**config.mk**
```make
export PLATFORM = sky130hd
export DESIGN_NAME = sorted_priority_queue_top
export DESIGN_NICKNAME = d
export VERILOG_FILES = /design/src/rtl/spq_pkg.sv /design/src/rtl/spq_cell.sv /design/src/rtl/sorted_priority_queue_top.sv
export SDC_FILE = /design/constraint.sdc
export NUM_CORES = 2
export LEC_CHECK = 0
export BUFFER_PORTS_ARGS = -buffer_cell sky130_fd_sc_hd__buf_4
export CORE_MARGIN = 2
export CORE_UTILIZATION = 60
export DETAILED_ROUTE_END_ITERATION = 10
export HOLD_SLACK_MARGIN = 0.03
export PLACE_DENSITY = 0.76
export SYNTH_ARGS = -nofsm -noshare
export SYNTH_HDL_FRONTEND = slang
export SYNTH_SLANG_ARGS = --single-unit
export TNS_END_PERCENT = 50
```
**constraint.sdc**
```tcl
create_clock -name clk -period 9.7 [get_ports clk]
set_input_delay 1.94 -clock clk [delete_from_list [all_inputs] [get_ports clk]]
set_output_delay 1.94 -clock clk [all_outputs]
set_load 0.02 [all_outputs]
```
**src/rtl/spq_pkg.sv**
```systemverilog
`timescale 1ns / 1ps
// ----------------------------------------------------------------------------
// spq_pkg: shared types and constants of the sorted priority queue
// Sizes, operation and status codes, and the word formats of both channels.
// ----------------------------------------------------------------------------
package spq_pkg;

	localparam int CAPACITY     = 16;
	localparam int PAYLOAD_BITS = 32;
	localparam int CNT_W        = $clog2(CAPACITY + 1);
	localparam int OCC_W        = 5;

	localparam logic OP_INSERT = 1'b0;
	localparam logic OP_POP    = 1'b1;

	typedef enum logic [1:0] {
		ST_OK    = 2'd0,
		ST_EMPTY = 2'd1,
		ST_FULL  = 2'd2
	} spq_status_t;

	// request word
	typedef struct packed {
		logic               operation;
		logic signed [31:0] key;
		logic        [31:0] payload;
	} spq_req_t;

	// response word
	typedef struct packed {
		logic        [1:0]       status;
		logic signed [31:0]      out_key;
		logic        [31:0]      out_payload;
		logic        [OCC_W-1:0] occupancy;
	} spq_rsp_t;

	// one stored entry
	typedef struct packed {
		logic signed [31:0]             key;
		logic        [PAYLOAD_BITS-1:0] payload;
	} spq_entry_t;

	// command broadcast to every cell
	typedef struct packed {
		logic       insert;
		logic       pop;
		spq_entry_t ent;
	} spq_cmd_t;

endpackage

```
**src/rtl/spq_cell.sv**
```systemverilog
`timescale 1ns / 1ps
// ----------------------------------------------------------------------------
// spq_cell: one slot of the sorted chain
// Holds one entry; on insert it keeps, takes the new entry or takes its left
// neighbor; on pop it takes its right neighbor.
// ----------------------------------------------------------------------------
module spq_cell import spq_pkg::*; (
	input  logic       clk,
	input  spq_cmd_t   cmd,
	input  logic       occupied,
	input  logic       prev_go,
	input  spq_entry_t prev_ent,
	input  spq_entry_t next_ent,
	output logic       go,
	output spq_entry_t ent
);

	spq_entry_t ent_q;

	// new entry belongs at or left of this slot: strictly smaller key or free slot
	assign go  = cmd.insert && (!occupied || ($signed(cmd.ent.key) < $signed(ent_q.key)));
	assign ent = ent_q;

	// shift right on insert, shift left on pop
	always_ff @(posedge clk) begin
		if (cmd.insert) begin
			if (prev_go) begin
				ent_q <= prev_ent;
			end else if (go) begin
				ent_q <= cmd.ent;
			end
		end else if (cmd.pop) begin
			ent_q <= next_ent;
		end
	end

endmodule

```
**src/rtl/sorted_priority_queue_top.sv**
```systemverilog
`timescale 1ns / 1ps
// ----------------------------------------------------------------------------
// sorted_priority_queue_top: bounded min-first priority queue
// Chain of CAPACITY cells kept sorted by ascending key, ties in arrival order.
// ----------------------------------------------------------------------------
// One request word (insert or pop) is taken per cycle: every cell compares
// the incoming key against its own entry in parallel and the whole chain
// shifts at once, so there is no backlog. The response for a
// request appears in the output register on the next cycle; the request side
// stalls only while that register holds a word that is itself stalled. A pop
// on an empty queue returns the empty status, an insert into a full queue is
// dropped and returns the full status. No clearing pass follows reset.
module sorted_priority_queue_top import spq_pkg::*; (
	input  logic     clk,
	input  logic     arst_n,
	input  logic     req_valid,
	output logic     req_stall,
	input  spq_req_t req,
	output logic     rsp_valid,
	input  logic     rsp_stall,
	output spq_rsp_t rsp
);

	logic [CNT_W-1:0] count_q;
	logic             rsp_valid_q;
	spq_rsp_t         rsp_q;

	logic       accept;
	logic       full;
	logic       empty;
	spq_cmd_t   cmd;
	logic       go   [CAPACITY];
	spq_entry_t ent  [CAPACITY];

	assign req_stall = rsp_valid_q && rsp_stall;
	assign accept    = req_valid && !req_stall;
	assign full      = (count_q == CNT_W'(CAPACITY));
	assign empty     = (count_q == '0);

	// build the command seen by every cell
	always_comb begin
		cmd.insert      = accept && (req.operation == OP_INSERT) && !full;
		cmd.pop         = accept && (req.operation == OP_POP) && !empty;
		cmd.ent.key     = req.key;
		cmd.ent.payload = PAYLOAD_BITS'(req.payload);
	end

	// the cell chain
	for (genvar i = 0; i < CAPACITY; i++) begin : g_cell
		spq_cell u_cell (
			.clk      (clk),
			.cmd      (cmd),
			.occupied (CNT_W'(i) < count_q),
			.prev_go  ((i == 0) ? 1'b0 : go[(i == 0) ? 0 : i - 1]),
			.prev_ent ((i == 0) ? cmd.ent : ent[(i == 0) ? 0 : i - 1]),
			.next_ent ((i == CAPACITY - 1) ? ent[i] : ent[(i == CAPACITY - 1) ? i : i + 1]),
			.go       (go[i]),
			.ent      (ent[i])
		);
	end

	// track the fill count
	always_ff @(posedge clk or negedge arst_n) begin
		if (!arst_n) begin
			count_q <= '0;
		end else if (cmd.insert) begin
			count_q <= count_q + 1'b1;
		end else if (cmd.pop) begin
			count_q <= count_q - 1'b1;
		end
	end

	// hold the response word until it is taken
	always_ff @(posedge clk or negedge arst_n) begin
		if (!arst_n) begin
			rsp_valid_q <= 1'b0;
		end else if (accept) begin
			rsp_valid_q <= 1'b1;
		end else if (!rsp_stall) begin
			rsp_valid_q <= 1'b0;
		end
	end

	// form the response from the state before the update
	always_ff @(posedge clk) begin
		if (accept) begin
			rsp_q.status      <= ST_OK;
			rsp_q.out_key     <= '0;
			rsp_q.out_payload <= '0;
			if (req.operation == OP_INSERT) begin
				rsp_q.status    <= full ? ST_FULL : ST_OK;
				rsp_q.occupancy <= full ? OCC_W'(count_q) : OCC_W'(count_q + 1'b1);
			end else if (empty) begin
				rsp_q.status    <= ST_EMPTY;
				rsp_q.occupancy <= '0;
			end else begin
				rsp_q.out_key     <= ent[0].key;
				rsp_q.out_payload <= 32'(ent[0].payload);
				rsp_q.occupancy   <= OCC_W'(count_q - 1'b1);
			end
		end
	end

	assign rsp_valid = rsp_valid_q;
	assign rsp       = rsp_q;

	// fill count never passes the capacity
	a_count_bound: assert property (@(posedge clk) disable iff (!arst_n)
		count_q <= CNT_W'(CAPACITY))
		else $error("fill count above capacity");

	// a pop on an empty queue reports the empty status
	a_pop_empty: assert property (@(posedge clk) disable iff (!arst_n)
		accept && (req.operation == OP_POP) && empty |=> rsp_q.status == ST_EMPTY)
		else $error("empty pop not flagged");

	// an insert into a full queue leaves the count alone and reports full
	a_ins_full: assert property (@(posedge clk) disable iff (!arst_n)
		accept && (req.operation == OP_INSERT) && full |=>
		(count_q == $past(count_q)) && (rsp_q.status == ST_FULL))
		else $error("full insert not dropped");

	// an accepted insert grows the count by one
	a_ins_grow: assert property (@(posedge clk) disable iff (!arst_n)
		cmd.insert |=> count_q == CNT_W'($past(count_q) + 1'b1))
		else $error("insert did not grow the count");

endmodule

```
==> impl_results.md <==
* Clock latency at the later pin of the worst-skew pair at 750 ps
* Leak at ~30 nW
* Overflow left after global routing at 0
* Arrival time reported for the critical path endpoint at 6930 ps
* Number of distinct library cells after synthesis at 69
* Switching power total at 6.32 mW
* Number of global-route vias before repair at around 52000
* Final sum of negative setup slack at 0 ps
* Final setup violating endpoints at 0
* Setup WS post-layout at 3120 ps
* Count of warnings emitted by yosys at 0
* Finished Core Util at 0.658
* Hpwl dp at between 100000 and 150000 um
* Result of the run: finished clean
* Start point of the critical path: req[34]
* Initial antenna violation count at 8
* Maximum number of pins on one net before global-route repair at 184
* Vias per Instance at 6.77
* Growth of design area from synthesis to finish at 8.95%
* Post-synth net total at about 7100
* Fraction of registers with async set/reset at 0.00545
* CTS tree: built
* Count of hold buffers inserted by post-cts repair at 0
* Predominant post-synthesis flop cell: sky130_fd_sc_hd__edfxtp_1
* Switching part of the total power at 0.369
* Maximum VDD drop at 0.000225 V
* Clk slew on worst S/H paths at ~60 ps
* Internal power of the cells at 10.8 mW
* Effective utilization at floorplan at 0.604
* Final Wtd Congestion at a little over 1
* RSZ-0062 raised after global routing: no
* Count of cells resized by post-cts repair at 0
* Commonest non-fill, non-tap cell in the layout: sky130_fd_sc_hd__edfxtp_1
* Buffer count from post-CTS setup fixing at 0
* Transition at the pin with the smallest max-transition slack at 1260 ps
* Layout Skew at 45.7 ps
* Height of the die at approximately 340 um
* Final Hold Viols at 0
* Post-route DRC at 0
* First-pass GRT wire length at ~320000 um
* Final #Nets at approximately 7000
* CTS Sinks at 1101
* Type of destination of the critical path: flip-flop
* Average wire per cell in the routed design at roughly 27 um
* Sort of element at the start of the critical path: input port
* Port buffer count at around 140
* Final WL at 213000 um
* Cell at the root of the clock tree: sky130_fd_sc_hd__clkbuf_16
* Number of max-cap violations at 0
* Reg-to-reg slack, setup at 4260 ps
* Fraction of final layout cells with drive strength greater than 1 at 0.0884
* Mean post-synth cell area at around 10 um^2
* FF+latch count, synth at 1101
* Longest Clk Path Bufs at 3
* Max-slew violations at 0
* Core area at 0.111 mm^2
* Reg-to-Reg Start: g_cell[15].u_cell.ent[34]
* Worst Path Max Fanout at 36
* Post-synth top area cell: sky130_fd_sc_hd__edfxtp_1
* Most frequent cells in the layout: 1095 x sky130_fd_sc_hd__edfxtp_1, 746 x sky130_fd_sc_hd__nand2_1, 510 x sky130_fd_sc_hd__inv_1
* Die area at 0.114 mm^2
* Antenna viol nets, final at 0
* Setup slack at placement at 2710 ps
* Sequential share of the synthesized area at 0.495
* Worst hold margin at 545 ps
* Cell area after synthesis at 0.0668 mm^2
* Share of the synthesized area in the top cell type at 0.492
* Horizontal die dimension at 338 um
* Count of pins on the block boundary at 142
* DRT iter0 DRCs at between 7000 and 8000
* Count of H-tree levels built during CTS at 3
* Detailed-routing iteration count for the pre-antenna-repair pass at 7
* Headroom to the max-slew limit at 0.158
* Fraction of power consumed by sequential logic at 0.398
* Final-layout fill cell count at 8636
* Comb power frac at 0.324
* Kind of path behind the tightest hold check: flip-flop to flip-flop
* Clock Power Share at 0.278
* Post-route minimum period at 6580 ps
* Highest clock rate at 0.152 GHz
* Dominant cells by area after synthesis: sky130_fd_sc_hd__edfxtp_1 49%, sky130_fd_sc_hd__ha_1 9.3%, sky130_fd_sc_hd__mux2i_1 6.9%, sky130_fd_sc_hd__nand2_1 4.2%, sky130_fd_sc_hd__o21ai_0 3.7%
* Total via count in the routed design at 54100
* Number of rows created at floorplan at roughly 120
* Gate count of the mapped netlist at 6539
* Number of flops mapped to enable cells by yosys at 1095
* Num CTS Buffers at 117
* Power per cell area at 235 mW/mm^2
* Total track usage at 0.371
* Source of the worst hold timing path: g_cell[1].u_cell.ent[8]
* WS Path Type: input port to flip-flop
* Share of the cycle needed by the critical path after routing at 0.679
* WP data required at approximately 10000 ps
## cell type report
cell class              instances  area, um^2  share of cell area
flip-flops and latches       1101       33000               0.454
multi-input cells            4435       30200               0.416
clock buffers                 132        3010              0.0413
inverters                     511        1920              0.0264
well taps                    1488        1860              0.0256
repair buffers                223        1730              0.0238
clock inverters                90         962              0.0132
diodes                          3        7.51            0.000103
## logic make-up (layout without fill, tap and decap cells)
kind of cell | after synthesis | after routing | synth area share
buffers and inverters | 1003 | 956 | 0.0584
flip-flops | 1101 | 1101 | 0.495
multiplexers | 580 | 580 | 0.0892
adder cells (fa/ha/maj) | 499 | 499 | 0.0935
AO/OA/AOI/OAI | 1588 | 1588 | 0.148
XOR/XNOR | 4 | 4 | 0.000525
other | 0 | 3 | 0
AND/OR/NAND/NOR | 1764 | 1764 | 0.116
## flip-flops by register name, summed over array words and instances, names as in the netlist
signal,flops
count_q,5
g_cell.u_cell.ent,1024
rsp,71
rsp_valid,1
## critical path, cell delays in order
cell	delay (ps)
sky130_fd_sc_hd__buf_4	300
sky130_fd_sc_hd__ha_1	310
sky130_fd_sc_hd__a21o_1	180
sky130_fd_sc_hd__a31oi_1	250
sky130_fd_sc_hd__o21ai_0	240
sky130_fd_sc_hd__a2111oi_0	830
sky130_fd_sc_hd__o21ai_0	500
sky130_fd_sc_hd__a221o_1	500
sky130_fd_sc_hd__a21oi_1	420
sky130_fd_sc_hd__o21a_4	620
sky130_fd_sc_hd__buf_4	770
## layer usage
layer / track usage / vias up / wire length, um
met1: 0.501 / 26200 / 81600
li1: - / 23900 / -
met3: 0.0854 / 615 / 25900
met2: 0.558 / 3360 / 93100
met4: 0.194 / 8 / 12200
met5: 0 / - / 57
## per-stage QoR
step                instance area [um^2]  instances  total power [mW]
finish                             72800       7983              17.1
CTS                                72800       7980              16.9
detailed placement                 68800       7758              12.2
floorplan                          66800       6539              10.3
global route                       72800       7981              17.7
global placement                   68800       7757              12.0
## final timing paths
kind                       cells past startpoint                   endpoint
setup / recovery                              11  g_cell[15].u_cell.ent[47]
hold / removal                                 2    g_cell[0].u_cell.ent[8]
setup reg to reg                              11  g_cell[15].u_cell.ent[47]
hold reg to reg                                2    g_cell[0].u_cell.ent[8]
max in group asynchronous                      1                 count_q[2]
min in group asynchronous                      1                 count_q[0]
## power by group through the flow
stage	logic [mW]	registers [mW]	clock network, mW
after CTS	5.36	6.79	4.76
final	5.53	6.81	4.76
after global routing	5.86	6.88	4.94
after detailed placement	5.33	6.87	0
after floorplan	3.55	6.76	0
after global placement	5.18	6.86	0
## cells in the mapped netlist (7+ instances only)
cell,count
sky130_fd_sc_hd__buf_2,55
sky130_fd_sc_hd__nor2b_1,16
sky130_fd_sc_hd__inv_1,511
sky130_fd_sc_hd__nand2b_1,24
sky130_fd_sc_hd__o211ai_1,180
sky130_fd_sc_hd__a211o_1,8
sky130_fd_sc_hd__and4_1,10
sky130_fd_sc_hd__a21o_1,79
sky130_fd_sc_hd__a221oi_1,7
sky130_fd_sc_hd__nor3_1,83
sky130_fd_sc_hd__nand3_1,252
sky130_fd_sc_hd__a22oi_1,64
sky130_fd_sc_hd__nand2_1,753
sky130_fd_sc_hd__nand4_1,120
sky130_fd_sc_hd__ha_1,499
sky130_fd_sc_hd__o221ai_1,127
sky130_fd_sc_hd__mux2i_1,458
sky130_fd_sc_hd__a2111oi_0,22
sky130_fd_sc_hd__nor2_1,428
sky130_fd_sc_hd__clkbuf_1,405
sky130_fd_sc_hd__or3_1,7
sky130_fd_sc_hd__mux2_2,119
sky130_fd_sc_hd__a211oi_1,48
sky130_fd_sc_hd__nor3b_1,11
sky130_fd_sc_hd__o22ai_1,67
sky130_fd_sc_hd__o21a_1,13
sky130_fd_sc_hd__o21ai_0,500
sky130_fd_sc_hd__a21oi_1,337
sky130_fd_sc_hd__edfxtp_1,1095
sky130_fd_sc_hd__and3_1,38
sky130_fd_sc_hd__buf_1,21
sky130_fd_sc_hd__o21ai_1,8
sky130_fd_sc_hd__a31oi_1,78
sky130_fd_sc_hd__o31ai_1,7
Power figures use the tool's default switching activity.
